## config.mk

```make
export PLATFORM = sky130hd
export DESIGN_NAME = sobel_fifo
export DESIGN_NICKNAME = d
export VERILOG_FILES = /design/src/hdl/sobel_pkg.sv /design/src/hdl/sobel_fifo.sv
export SDC_FILE = /design/constraint.sdc
export NUM_CORES = 1
export LEC_CHECK = 0
export ABC_AREA = 0
export BUFFER_PORTS_ARGS = -buffer_cell sky130_fd_sc_hd__buf_2
export CELL_PAD_IN_SITES_DETAIL_PLACEMENT = 1
export CELL_PAD_IN_SITES_GLOBAL_PLACEMENT = 1
export CORE_MARGIN = 2
export CORE_UTILIZATION = 35
export DETAILED_ROUTE_END_ITERATION = 10
export PLACE_DENSITY_LB_ADDON = 0.1
export SYNTH_ARGS = -nofsm -noshare
export SYNTH_HDL_FRONTEND = slang
export SYNTH_SLANG_ARGS = --single-unit
```

## constraint.sdc

```tcl
create_clock -name i_clk -period 4.1 [get_ports i_clk]
set_input_delay 0.82 -clock i_clk [delete_from_list [all_inputs] [get_ports i_clk]]
set_output_delay 0.82 -clock i_clk [all_outputs]
set_load 0.01 [all_outputs]
```

## src/hdl/sobel_pkg.sv

```systemverilog
// ============================================================================
// sobel_pkg: shared types and constants of the Sobel edge threshold block
// Holds the line store geometry, output queue sizing, register indexes,
// reset values and the structs passed between the modules.
// ============================================================================
`default_nettype none

package sobel_pkg;

    localparam int MAX_WIDTH    = 1024;
    localparam int LINE_ADDR_W  = $clog2(MAX_WIDTH);
    localparam int COL_W        = 11;
    localparam int ROW_W        = 12;
    localparam int PIX_W        = 8;
    localparam int CFG_DATA_W   = 12;
    localparam int CFG_INDEX_W  = 2;
    localparam int FIFO_DEPTH   = 8;
    localparam int FIFO_PTR_W   = $clog2(FIFO_DEPTH);
    localparam int FIFO_CNT_W   = FIFO_PTR_W + 1;
    localparam int GRAD_W       = 11;
    localparam int SQ_W         = 20;
    localparam int THR_SQ_W     = 16;

    localparam logic [CFG_INDEX_W-1:0] CFG_THRESHOLD    = 2'd0;
    localparam logic [CFG_INDEX_W-1:0] CFG_IMAGE_WIDTH  = 2'd1;
    localparam logic [CFG_INDEX_W-1:0] CFG_IMAGE_HEIGHT = 2'd2;

    localparam logic [THR_SQ_W-1:0] RST_THR_SQ = 16'd10000;
    localparam logic [COL_W-1:0]    RST_WLAST  = 11'd639;
    localparam logic [ROW_W-1:0]    RST_HLAST  = 12'd479;

    localparam logic [PIX_W-1:0] EDGE_ON  = 8'd255;
    localparam logic [PIX_W-1:0] EDGE_OFF = 8'd0;

    typedef struct packed {
        logic emit;
        logic last;
    } t_tag;

    typedef struct packed {
        logic [PIX_W-1:0] edge_value;
        logic             last;
    } t_res;

endpackage

`default_nettype wire

```

## src/hdl/sobel_fifo.sv

```systemverilog
// ============================================================================
// sobel_fifo: output queue of results
// A small register queue that decouples the result stream from the pipeline.
// ============================================================================
`default_nettype none

module sobel_fifo
    import sobel_pkg::*;
(
    input  wire logic                  i_clk,
    input  wire logic                  i_rst_n,
    input  wire logic                  i_push,
    input  wire t_res                  i_data,
    input  wire logic                  i_pop,
    output logic                       o_valid,
    output t_res                       o_data,
    output logic [FIFO_CNT_W-1:0]      o_count
);

    t_res                  r_mem [FIFO_DEPTH];
    logic [FIFO_PTR_W-1:0] r_wptr;
    logic [FIFO_PTR_W-1:0] r_rptr;
    logic [FIFO_CNT_W-1:0] r_count;
    logic                  pop_ok;

    assign pop_ok = i_pop && (r_count != '0);

    always_ff @(posedge i_clk) begin
        if (i_push) begin
            r_mem[r_wptr] <= i_data;
        end
    end

    always_ff @(posedge i_clk) begin
        if (!i_rst_n) begin
            r_wptr  <= '0;
            r_rptr  <= '0;
            r_count <= '0;
        end else begin
            if (i_push) begin
                r_wptr <= r_wptr + 1'b1;
            end
            if (pop_ok) begin
                r_rptr <= r_rptr + 1'b1;
            end
            case ({i_push, pop_ok})
                2'b10:   r_count <= r_count + 1'b1;
                2'b01:   r_count <= r_count - 1'b1;
                default: r_count <= r_count;
            endcase
        end
    end

    assign o_valid = (r_count != '0);
    assign o_data  = r_mem[r_rptr];
    assign o_count = r_count;

endmodule

`default_nettype wire

```

==> After elaboration in Yosys (flattened, before gate mapping) <==
Memory sizes are Yosys's and may differ from the RTL's. A register that Yosys moved wholly into a read port is not among the register bits.
Cells that the tools add are included.
{ "totals": {"register_bits": 10, "mem_bits_rw": 72, "input_bits": 13, "out_inout_bits": 14, "word_cells": 18, "memories": 1} }
{ "op_classes": {"add_sub_neg": 4, "n_eq_ne": 2, "mux": 5, "n_reduce_logical": 3} }
{ "memory_table": {"columns": ["name", "words", "width", "rd", "rd_ports_with_merged_regs", "wr", "line_no", "text"], "rows": [
  ["r_mem", 8, 9, 1, 1, 1, "sobel_fifo.sv:20", "t_res r_mem [FIFO_DEPTH];"]
]} }
{ "op_table": {"columns": ["op", "n"], "rows": [
  ["case mux 4 bit (2 select lines)", 1],
  ["adder 3 x 1 -> 3 bit, second input constant", 2],
  ["2-to-1 mux 3 bit", 2],
  ["adder 4 x 1 -> 4 bit, second input constant", 1],
  ["nonzero test 4 bit", 1],
  ["subtractor 4 x 1 -> 4 bit, second input constant", 1],
  ["== test 2 x 1 -> 1 bit, second input constant", 1],
  ["== test 2 bit, second input constant", 1],
  ["2-to-1 mux 1 bit", 2],
  ["nonzero test 2 bit", 1],
  ["logical AND 1 bit", 1]
]} }

==> Longest topological paths before layout <==
{ "logic_depth": {"word_depth": 4, "mapped_depth": 10, "ltp_nobuf": 10} }

==> Worst setup path after synthesis <==
Ideal clock, no wire load.
{ "synth_path": {"path_kind": "register to register", "from": "register r_count[1], in the netlist o_count[1]", "to": "register r_count[2], in the netlist o_count[2]", "arrival_time_ns": 2.335, "required_time_ns": 4.024, "path_slack_ns": 1.689, "path_stages_with_launch": 11, "path_buffers": 0, "cell_sequence": "dfxtp_1 or4_4 nand2_2 inv_1 ha_1 xor2_1 ha_1 a21oi_1 xor2_1 or3_1 a21boi_0"} }
{ "synth_via": {"elab_chain_cells": 4} }
{ "synth_lines": {"columns": ["element", "line_no", "text"], "rows": [
  ["from (decl)", "sobel_fifo.sv:23", "logic [FIFO_CNT_W-1:0] r_count;"],
  ["from (signal assigned)", "sobel_fifo.sv:47", "2'b10: r_count <= r_count + 1'b1;"],
  ["from (signal assigned)", "sobel_fifo.sv:48", "2'b01: r_count <= r_count - 1'b1;"],
  ["from (signal assigned)", "sobel_fifo.sv:49", "default: r_count <= r_count;"],
  ["nonzero test 4 bit (*)", null, null],
  ["named net o_valid", "sobel_fifo.sv:15", "output logic o_valid,"],
  ["logical AND 1 bit (*)", "sobel_fifo.sv:26", "assign pop_ok = i_pop && (r_count != '0);"],
  ["== test 2 x 1 -> 1 bit / == test 2 bit (equally long branches)", "sobel_fifo.sv:46", "case ({i_push, pop_ok})"],
  ["case mux 4 bit (2 select lines) / nonzero test 2 bit (equally long branches)", null, null]
]} }
The timed path passes the listed nets; every way through them passes the cells marked *.
A chain may end at the register's enable or synchronous reset.

==> summary.txt <==
Die
  – Core area: 9640 sq um
  – Starting Density: 35.7%
  – Die ar.: 10,600 sq um
  – Die Ht: 103 microns
  – Die W: 103 microns
  – Num rows: 36
  – I/O pin total: 27

Clocking
  – # Post-CTS Setup Buffers: 0
  – H-Tree Depth: 3
  – Worst-Skew Late Latency: 0.35 ns
  – Clock sinks: 85
  – Clk slew on worst S/H paths: 0.08 ns
  – Clk buf depth: 2
  – Cts hold-fix bufs: 0
  – TritonCTS Buffers: 9
  – CTS tree: done
  – CTS Root Cell: clkbuf_8
  – CTS resizes: 0

Status
  – Run status: completed

Pwr
  – Power, Total: 2120 uW
  – LEAKAGE: 0.00135 uW
  – PD cells: 539 nW/um^2
  – Max rail drop VDD: 0.000238 V

Setup path
  – Slowest-stage cell, CP: dfxtp_1
  – Worst Path Required: 3.28 ns
  – CP endpoint kind: output pin
  – Reg2reg setup slack: 1.55 ns
  – CP max FO: 18
  – Crit-path cells: mux4_1 > mux2_2 > buf_2
  – Critical Path Max Stage Delay: 0.87 ns
  – Crit path kind: reg -> out
  – WP data arrival: 2.05 ns
  – Element type at the critical path start: flip-flop
  – R2R Path End: o_count[2]
  – FF-to-FF path depth: 10
  – Critical R2R Launch: o_count[1]

Global routing
  – All-layer global routing usage: 13.2%
  – Grt total ovfl: 0
  – Antenna violations before repair: 0
  – Pin count of the biggest net entering global routing: 19
  – Vias in the first global route: 1,779
  – First-pass GRT wire length: 9750 microns

Synth
  – Yosys warnings: 0
  – Dominant cells by area after synthesis: edfxtp_1 (63%), mux4_1 (14%), dfxtp_1 (7.6%)
  – Most frequent cell after synthesis: edfxtp_1
  – Synth Register Bits: 85
  – Cell Area, Synth: 3440 sq um
  – Area leader, netlist: edfxtp_1
  – Synth cell count leaders: edfxtp_1 (72), mux4_1 (18), dfxtp_1 (13)
  – Synth Net Count: 194
  – Share of synthesized flip-flops with an asynchronous set or reset: 0%
  – Yosys cell types: 30
  – Syn Inst Count: 176
  – Post-synth EDFFs: 72
  – Synth Flop Type: edfxtp_1
  – Synthesized area per cell: 19.6 sq um
  – Post-synthesis sequential area ratio: 70.4%
  – Share of Yosys cell area claimed by the top area cell type: 62.8%

Hold path
  – Critical hold path startpoint: o_count[3]
  – Worst hold stages: 2
  – Tightest Hold Check Type: reg -> reg
  – Worst Hold Path EP: o_count[3]

STA
  – Worst Max-Slew Pin Slew: 1.20 ns
  – RSZ-0062 raised after global routing: no
  – Max Freq: 348 MHz
  – Fin. Hold Viols: 0
  – Setup violators final: 0
  – Slew Viols, Final: 0
  – Hold WS: 0.485 ns
  – Tcrit/Tclk final: 70.0%
  – Crit path time final: 2.87 ns
  – Clk_skew: 0.00900 ns
  – Worst slew margin: 19.9%
  – Setup TNS: 0 ns

Placed design
  – Gpl congestion: 0.764
  – Buffers added on ports: 26
  – Final HPWL DP: 3960 microns
  – Inst Count DP: 329

Routing
  – Via count: 1,647
  – Post-route ant nets: 0
  – Detailed Route WL: 6280 microns
  – DRC viols: 0
  – Drt via density: 4.77
  – Drt pass-1 iters: 4
  – Iteration-0 DRC Markers: 32
  – Routed WL per cell: 18.2 microns

Layout
  – Area Overhead vs Synth: 14.1%
  – Final core utilization: 40.7%
  – # diodes: 0
  – Post-route insts no fill: 345
  – Nets: 225
  – Layout cells sized above 1: 26.9%

Job
  – Max-cap violation count: 0
## power by group
group | internal (uW) | switching (uW)
combinational | 243 | 214
clock | 329 | 294
sequential | 985 | 50.7
## kinds of logic (layout without fill, tap and decap cells)
group / after synthesis / after routing / share of synthesized area [%]
AO/OA/AOI/OAI: 6 / 6 / 1.24
multiplexers: 31 / 31 / 17.9
flip-flops: 85 / 85 / 70.4
adder cells (fa/ha/maj): 5 / 5 / 1.82
XOR/XNOR: 7 / 7 / 1.78
buffers and inverters: 9 / 45 / 1.71
AND/OR/NAND/NOR: 33 / 33 / 5.16
## critical path: cells and delay by family, from the launching register on
kind                   cells  cell delay [ns]
flip-flops                 1             0.87
multiplexers               2             0.68
buffers and inverters      1             0.14
## cells in the final DEF, fill, tap and decap left out, types with 3 or more instances in the layout
cell,synthesis,layout
dfxtp_1,13,13
nand2b_1,4,4
mux2i_1,3,3
nor2_1,6,6
ha_1,5,5
mux2_2,10,10
xnor2_1,4,4
nand2_1,6,6
clkbuf_8,0,11
and2_1,6,6
mux4_1,18,18
xor2_1,3,3
buf_2,1,26
edfxtp_1,72,72
## layout make-up
cell class / count / area [sq um]
fillers: 968 / 5710
well taps: 133 / 166
flip-flops and latches: 85 / 2420
clock inverters: 3 / 20.0
clock buffers: 13 / 201
multi-input cells: 82 / 970
inverters: 2 / 7.51
repair buffers: 27 / 138
## metrics by stage
step                      setup WS (ns)  area [sq um]
after global placement             1.61          3700
after CTS                          1.15          3930
final                              1.23          3930
after detailed placement           1.55          3700
after floorplan                    1.69          3440
after global routing               1.10          3930
## state kept, by name (all words and copies together) (netlist names), named ones only
signal	count
o_count	4
r_mem	72
r_rptr	3
r_wptr	3
## how the worst max path moves through the flow
stage               startpoint  slack [ns]         end
global route         flip-flop        1.10   o_data[1]
detailed placement   flip-flop        1.55   o_data[2]
floorplan           o_count[1]        1.69  o_count[2]
CTS                  flip-flop        1.15   o_data[2]
finish               flip-flop        1.23   o_data[2]
global placement     flip-flop        1.61   o_data[1]
## layer usage
layer / vias to the layer above / track usage, % / wire length [microns] / share of wire (%)
met5: - / 0 / 0 / 0
met3: 10 / 3.32 / 191 / 3.0
li1: 770 / - / - / -
met2: 28 / 22.0 / 3140 / 50
met1: 839 / 16.1 / 2830 / 45
met4: 0 / 6.07 / 120 / 1.9
Power figures use the tool's default switching activity.
