--- config.mk ---
export PLATFORM = sky130hd
export DESIGN_NAME = sobel_kernel
export DESIGN_NICKNAME = d
export VERILOG_FILES = /design/src/hdl/sobel_pkg.sv /design/src/hdl/sobel_kernel.sv
export SDC_FILE = /design/constraint.sdc
export NUM_CORES = 1
export LEC_CHECK = 0
export ABC_AREA = 1
export BUFFER_PORTS_ARGS = -buffer_cell sky130_fd_sc_hd__buf_2
export CORE_UTILIZATION = 54
export DETAILED_ROUTE_END_ITERATION = 16
export PLACE_DENSITY = 0.8
export SYNTH_ARGS = -nofsm -noshare
export SYNTH_HDL_FRONTEND = slang
export SYNTH_SLANG_ARGS = --single-unit
--- constraint.sdc ---
create_clock -name i_clk -period 10.9 [get_ports i_clk]
set_input_delay 0.545 -clock i_clk [delete_from_list [all_inputs] [get_ports i_clk]]
set_output_delay 0.545 -clock i_clk [all_outputs]
set_load 0.005 [all_outputs]
--- src/hdl/sobel_pkg.sv ---
// ============================================================================
// sobel_pkg: shared types and constants of the Sobel edge threshold block
// Holds the line store geometry, output queue sizing, register indexes,
// reset values and the structs passed between the modules.
// ============================================================================
`default_nettype none

package sobel_pkg;

    localparam int MAX_WIDTH    = 1024;
    localparam int LINE_ADDR_W  = $clog2(MAX_WIDTH);
    localparam int COL_W        = 11;
    localparam int ROW_W        = 12;
    localparam int PIX_W        = 8;
    localparam int CFG_DATA_W   = 12;
    localparam int CFG_INDEX_W  = 2;
    localparam int FIFO_DEPTH   = 8;
    localparam int FIFO_PTR_W   = $clog2(FIFO_DEPTH);
    localparam int FIFO_CNT_W   = FIFO_PTR_W + 1;
    localparam int GRAD_W       = 11;
    localparam int SQ_W         = 20;
    localparam int THR_SQ_W     = 16;

    localparam logic [CFG_INDEX_W-1:0] CFG_THRESHOLD    = 2'd0;
    localparam logic [CFG_INDEX_W-1:0] CFG_IMAGE_WIDTH  = 2'd1;
    localparam logic [CFG_INDEX_W-1:0] CFG_IMAGE_HEIGHT = 2'd2;

    localparam logic [THR_SQ_W-1:0] RST_THR_SQ = 16'd10000;
    localparam logic [COL_W-1:0]    RST_WLAST  = 11'd639;
    localparam logic [ROW_W-1:0]    RST_HLAST  = 12'd479;

    localparam logic [PIX_W-1:0] EDGE_ON  = 8'd255;
    localparam logic [PIX_W-1:0] EDGE_OFF = 8'd0;

    typedef struct packed {
        logic emit;
        logic last;
    } t_tag;

    typedef struct packed {
        logic [PIX_W-1:0] edge_value;
        logic             last;
    } t_res;

endpackage

`default_nettype wire

--- src/hdl/sobel_kernel.sv ---
// ============================================================================
// sobel_kernel: 3x3 window, gradients and threshold test
// Shifts each column into the window, forms both gradients, squares them in
// the next stage and compares the sum with the squared threshold.
// ============================================================================
`default_nettype none

module sobel_kernel
    import sobel_pkg::*;
(
    input  wire logic                i_clk,
    input  wire logic                i_rst_n,
    input  wire logic                i_valid,
    input  wire logic [PIX_W-1:0]    i_top,
    input  wire logic [PIX_W-1:0]    i_mid,
    input  wire logic [PIX_W-1:0]    i_px,
    input  wire t_tag                i_tag,
    input  wire logic [THR_SQ_W-1:0] i_thr_sq,
    output logic                     o_res_valid,
    output t_res                     o_res,
    output logic [1:0]               o_inflight
);

    logic [PIX_W-1:0] r_win [6];
    logic [PIX_W-1:0] n_win [6];

    logic                     r_s2_valid;
    t_tag                     r_s2_tag;
    logic signed [GRAD_W-1:0] r_gx;
    logic signed [GRAD_W-1:0] r_gy;
    logic signed [GRAD_W-1:0] n_gx;
    logic signed [GRAD_W-1:0] n_gy;

    logic            r_s3_valid;
    t_tag            r_s3_tag;
    logic [SQ_W-1:0] r_gx2;
    logic [SQ_W-1:0] r_gy2;

    logic [9:0]               left_sum;
    logic [9:0]               right_sum;
    logic [9:0]               top_sum;
    logic [9:0]               bot_sum;
    logic signed [2*GRAD_W-1:0] gx_prod;
    logic signed [2*GRAD_W-1:0] gy_prod;
    logic [SQ_W:0]            mag2;

    always_comb begin
        left_sum  = {2'b0, r_win[0]} + {1'b0, r_win[1], 1'b0} + {2'b0, r_win[2]};
        right_sum = {2'b0, i_top} + {1'b0, i_mid, 1'b0} + {2'b0, i_px};
        top_sum   = {2'b0, r_win[0]} + {1'b0, r_win[3], 1'b0} + {2'b0, i_top};
        bot_sum   = {2'b0, r_win[2]} + {1'b0, r_win[5], 1'b0} + {2'b0, i_px};
        n_gx      = $signed({1'b0, left_sum}) - $signed({1'b0, right_sum});
        n_gy      = $signed({1'b0, top_sum}) - $signed({1'b0, bot_sum});
        n_win[0]  = r_win[3];
        n_win[1]  = r_win[4];
        n_win[2]  = r_win[5];
        n_win[3]  = i_top;
        n_win[4]  = i_mid;
        n_win[5]  = i_px;
    end

    always_ff @(posedge i_clk) begin
        if (!i_rst_n) begin
            for (int i = 0; i < 6; i++) begin
                r_win[i] <= '0;
            end
        end else if (i_valid) begin
            for (int i = 0; i < 6; i++) begin
                r_win[i] <= n_win[i];
            end
        end
    end

    always_ff @(posedge i_clk) begin
        r_gx     <= n_gx;
        r_gy     <= n_gy;
        r_s2_tag <= i_tag;
    end

    assign gx_prod = r_gx * r_gx;
    assign gy_prod = r_gy * r_gy;

    always_ff @(posedge i_clk) begin
        r_gx2    <= gx_prod[SQ_W-1:0];
        r_gy2    <= gy_prod[SQ_W-1:0];
        r_s3_tag <= r_s2_tag;
    end

    always_ff @(posedge i_clk) begin
        if (!i_rst_n) begin
            r_s2_valid <= 1'b0;
            r_s3_valid <= 1'b0;
        end else begin
            r_s2_valid <= i_valid;
            r_s3_valid <= r_s2_valid;
        end
    end

    assign mag2 = {1'b0, r_gx2} + {1'b0, r_gy2};

    always_comb begin
        o_res_valid        = r_s3_valid && r_s3_tag.emit;
        o_res.edge_value   = (mag2 > {{(SQ_W + 1 - THR_SQ_W){1'b0}}, i_thr_sq})
                             ? EDGE_ON : EDGE_OFF;
        o_res.last         = r_s3_tag.last;
        o_inflight         = {1'b0, r_s2_valid} + {1'b0, r_s3_valid};
    end

endmodule

`default_nettype wire

# --- After elaboration in Yosys (flattened, before gate mapping) ---
# Memories as Yosys holds them, arrays and structs flattened.
# Index checks and enable logic that the tools add are counted.
totals:
  reg_bits: 68
  latch_bits: 0
  ramBits: 48
  mem_bits_ro: 0
  out_inout_bits: 12
  n_memories: 1
op_classes:
  addsub: 12
  multipliers: 2
  div_mod_pow: 0
  magnitude_cmp: 1
  n_eq_ne: 0
  shifts: 0
  n_mux: 11
  bitwise_logic: 6
  n_reduce_logical: 1
mem_list:
  columns: ["name", "words", "word_bits", "rd", "rd_ports_with_merged_regs", "write_ports", "line_no", "text"]
  rows:
  - ["r_win", 6, 8, 6, 0, 6, "sobel_kernel.sv:24", "logic [PIX_W-1:0] r_win [6];"]
op_table:
  columns: ["op", "count"]
  rows:
  - ["$mux W8", 7]
  - ["$add A10 B8 Y10", 4]
  - ["$add A8 B9 Y10", 4]
  - ["$mul A11 B11 Y20", 2]
  - ["$sub A10 B10 Y11", 2]
  - ["$add A20 B20 Y21", 1]
  - ["$gt A21 B16 Y1", 1]
  - ["$or A1 B1 Y1", 6]
  - ["$mux W1", 4]
  - ["$add A1 B1 Y2", 1]
  - ["$logic_and A1 B1 Y1", 1]

# --- Longest topological paths before layout ---
logic_depth:
  word_depth: 4
  mapped_depth: 22
  mapped_depth_nobuf: 21

# --- Worst setup path before layout ---
# Ideal clock, no wire load.
synth_path:
  path_type: "register to register"
  from: "reg r_gy[2]"
  to: "reg r_gy2[19]"
  setup_time_ns: 0.112
  arrival_time_ns: 4.501
  slack_ns: 6.287
  path_stages_with_launch: 20
  n_path_buf: 1
  synth_period_minus_slack_ns: 4.613
  path_cell_list: "dfxtp_1 -> clkbuf_1 -> nand2_1 -> fa_1 -> inv_1 -> fa_1 -> inv_1 -> fa_1 -> inv_1 -> fa_1 -> fa_1 -> ha_1 -> nand2_1 -> a21oi_1 -> a211oi_1 -> o21ai_0 -> a21oi_1 -> inv_1 -> nand2_1 -> nand2_1"
synth_via:
  elab_chain_len: 1
synth_lines:
  columns: ["item", "line_no", "text"]
  rows:
  - ["start, declared", "sobel_kernel.sv:30", "logic signed [GRAD_W-1:0] r_gy;"]
  - ["start signal, assigned", "sobel_kernel.sv:76", "r_gy <= n_gy;"]
  - ["$mul A11 B11 Y20", "sobel_kernel.sv:81", "assign gy_prod = r_gy * r_gy;"]
  - ["net gy_prod[19]", "sobel_kernel.sv:44", "logic signed [2*GRAD_W-1:0] gy_prod;"]
  - ["end signal, assigned", "sobel_kernel.sv:85", "r_gy2 <= gy_prod[SQ_W-1:0];"]
  - ["end, declared", "sobel_kernel.sv:37", "logic [SQ_W-1:0] r_gy2;"]
# The timed path passes the listed nets, and every way through them passes these cells.
# A chain may end at the register's enable or synchronous reset.

# --- Worst setup path in the final report ---
# Same ends and word-level chain as after synthesis.

==> summary.md <==
| Metric | Value |
|---|---|
| Status | `completed` |
| Clk_lat worst skew | `around 420 ps` |
| Leading cell type in the layout, fill and taps excluded | `inv_1` |
| Port bufs | `56` |
| Global route hottest layer | `met2` |
| CP Class | `flop to flop` |
| All-layer global routing usage | `22.76%` |
| H-tree Lvls | `4` |
| Post-CTS Setup Repair Bufs | `0` |
| Synth area leaders | `fa_1, inv_1, ha_1` |
| Tightest Hold Check Type | `input pin to flop` |
| Worst-case reg-to-reg path depth | `18` |
| Hold buffer count at cts | `0` |
| Syn nets | `between 2000 and 2500` |
| Chip width | `167.0 µm` |
| DRC Markers | `0` |
| Worst path buffer plus inverter count | `4` |
| DIE AREA | `between 20000 and 30000 µm²` |
| Met1 global-route usage | `28.33%` |
| Initial antenna violation count | `2` |
| GRT met2 Usage | `approximately 41%` |
| Worst Clk Skew | `around 11 ps` |
| Critical path origin | `r_gy[2]` |
| Num rows | `60` |
| Deepest clock path buffer count | `2` |
| Core area | `~27000 µm²` |
| FF+latch area | `2763 µm²` |
| Unique masters post-synth | `41` |
| Ports | `between 50 and 60` |
| Most used cell, CP | `fa_1` |
| Critical Path End | `r_gy2[19]` |
| CTS resizes | `0` |
| Achievable Freq | `193.1 MHz` |
| Setup TNS | `0 ps` |
| Slew Limit Headroom | `between 20% and 30%` |
| Commonest non-fill, non-tap cells in the layout | `inv_1, nand2_1, fa_1` |
| Fin crit share | `47.52%` |
| Reg-to-reg slack, setup | `5720 ps` |
| Endpoints failing hold | `0` |
| Tmin final | `approximately 5200 ps` |
| CP top delay family | `adder cells` |
| Clock-pin slew on the worst setup and hold paths | `around 60 ps` |
| Initial core utilization | `between 50% and 60%` |
| Final ANT Viol Nets | `0` |
| RSZ-0062 raised after global routing | `no` |
| Synth Cell Area | `around 15000 µm²` |
| Crit-path slowest cell | `fa_1` |
| Worst slew pin tran | `1132 ps` |
| Most used flip-flop cell after synthesis | `dfxtp_1` |
| Ys async rst share | `0%` |
| 1st-iter DRT viols | `526` |
| Synthesized flop and latch total | `about 110` |
| Yosys top cell by area | `fa_1` |
| Root buf cell | `clkbuf_16` |
| Seq/Total Area, Yosys | `between 10% and 20%` |
| Hold WS | `between 200 and 250 ps` |
| Worst EP required | `between 10000 and 15000 ps` |
| GP Congestion | `approximately 0.92` |
| Stages on the worst setup path | `18` |
| Met3 Usage GRT | `just under 4%` |
| Max Cap Violations | `0` |
| CTS sink count | `~110` |
| Pins Over Slew Limit | `0` |
| Reg2reg end | `r_gy2[19]` |
| DPL Wire Length | `24.17 mm` |
| CTS tree | `yes` |
| CP Max Fanout | `13` |
| Post-synth EDFFs | `between 40 and 50` |
| CTS Buf Count | `17` |
| Layout Area Growth over Synthesis | `7.904%` |
| Nets | `between 2000 and 2500` |
| Die Span Y | `167.0 µm` |
| Routed WL per cell | `about 14 µm` |
| Vias per cell | `between 5 and 6` |
| Drt pass-1 iters | `6` |
| CP Capture Type | `flop` |
| Total grt overflow | `0` |
| Fillers | `between 2000 and 2500` |
| Number of global-route vias before repair | `~11000` |
| Worst Setup Start Kind | `flop` |
| Largest net degree at the start of global routing | `49` |
| Worst path max stage delay | `710 ps` |
| Layout cells sized above 1 | `6.163%` |
| First-pass GRT wire length | `50.67 mm` |
| WP data arrival | `5490 ps` |
| Via count | `between 10000 and 15000` |
| Syn Inst Count | `around 1700` |
| CP Cell Sequence | `nand2_1 > fa_1 > inv_1 > fa_1 > fa_1 > inv_1 > fa_1 > inv_1 > fa_1 > ha_1 > nand2_1 > a21oi_1 > a211oi_1 > o21ai_0 > a21oi_1 > inv_1 > nand2_1 > nand2_1` |
| Yosys top cell area share | `~34%` |
| Syn_area_per_cell | `slightly below 9 µm²` |
| Area of the multi-input gates | `roughly 10000 µm²` |
| Final setup viols | `0` |
| WL final | `roughly 29 mm` |
| Synth warn | `0` |
| Util after Layout | `about three fifths` |
| Worst r2r src | `r_gy[2]` |
## registers in the layout (all words and copies together), names as in the netlist, 2 cells and up
name      count
r_gx         11
r_gx2        19
r_gy         11
r_gy2        19
r_s2_tag      2
r_win        48
## cell usage after synthesis, types with 2 or more instances
library cell and instances:
nand2_2 4, a211oi_1 2, xnor2_1 34, nor3b_1 2, or2_1 2, ha_1 142
nor2_1 107, nand3b_1 2, o21ai_1 2, nand2_1 279, nor2_2 2, o21ai_0 17
fa_1 252, o21bai_1 3, dfxtp_1 66, a21o_1 4, clkbuf_1 30, nor3_1 5
edfxtp_1 48, o211ai_1 4, inv_2 3, inv_1 481, a31oi_1 3, a21oi_1 70
buf_4 8, or2_2 4, nand4_1 5, xor2_1 47, nand3_1 28, nor4_1 2
## cell families (layout without fill, tap and decap cells)
family / Yosys count / after routing / synth area share [%]
compound gates: 112 / 112 / 4.262
xor+xnor: 81 / 81 / 4.824
buf+inv: 522 / 573 / 13.53
fa+ha+maj: 394 / 394 / 46.38
other cells: 0 / 2 / 0
flops: 114 / 114 / 18.79
simple gates: 446 / 446 / 12.22
## worst min-delay path by stage
stage	from	endpoint	slack [ps]	cells after the start
after floorplan	r_s2_tag[0]	o_res[0]	310	0
after global placement	r_s2_tag[1]	r_s3_tag[1]	310	0
after detailed placement	r_s2_tag[0]	o_res[0]	320	0
after CTS	i_tag[0]	r_s2_tag[0]	210	1
after global routing	i_tag[0]	r_s2_tag[0]	210	1
final	i_tag[0]	r_s2_tag[0]	230	1
## layer usage
| layer | vias up | routed length (µm) |
|---|---|---|
| met1 | 5014 | 12130 |
| met4 | 2 | 665 |
| met2 | 268 | 14790 |
| met5 | - | 17 |
| met3 | 56 | 1458 |
| li1 | 4979 | - |
## metrics by stage
| stage | worst slack (ps) | area, µm² | std cells |
|---|---|---|---|
| after global routing | 5416 | 15860 | 2061 |
| after detailed placement | 5859 | 15250 | 2029 |
| after CTS | 5798 | 15860 | 2061 |
| after global placement | 6057 | 15250 | 2029 |
| after floorplan | 6287 | 14710 | 1669 |
| final | 5720 | 15870 | 2063 |
## layout make-up
| cell class | instances | share of cell area [%] |
|---|---|---|
| multi-input cells | 1033 | 62.75 |
| flip-flops and latches | 114 | 17.41 |
| inverters | 484 | 11.45 |
| clock buffers | 20 | 2.886 |
| well taps | 341 | 2.689 |
| repair buffers | 57 | 1.813 |
| clock inverters | 12 | 0.9777 |
| diodes | 2 | 0.03154 |
Power is not shown: default switching activity piles up to over one toggle a cycle in this logic, so the estimate is an artifact.
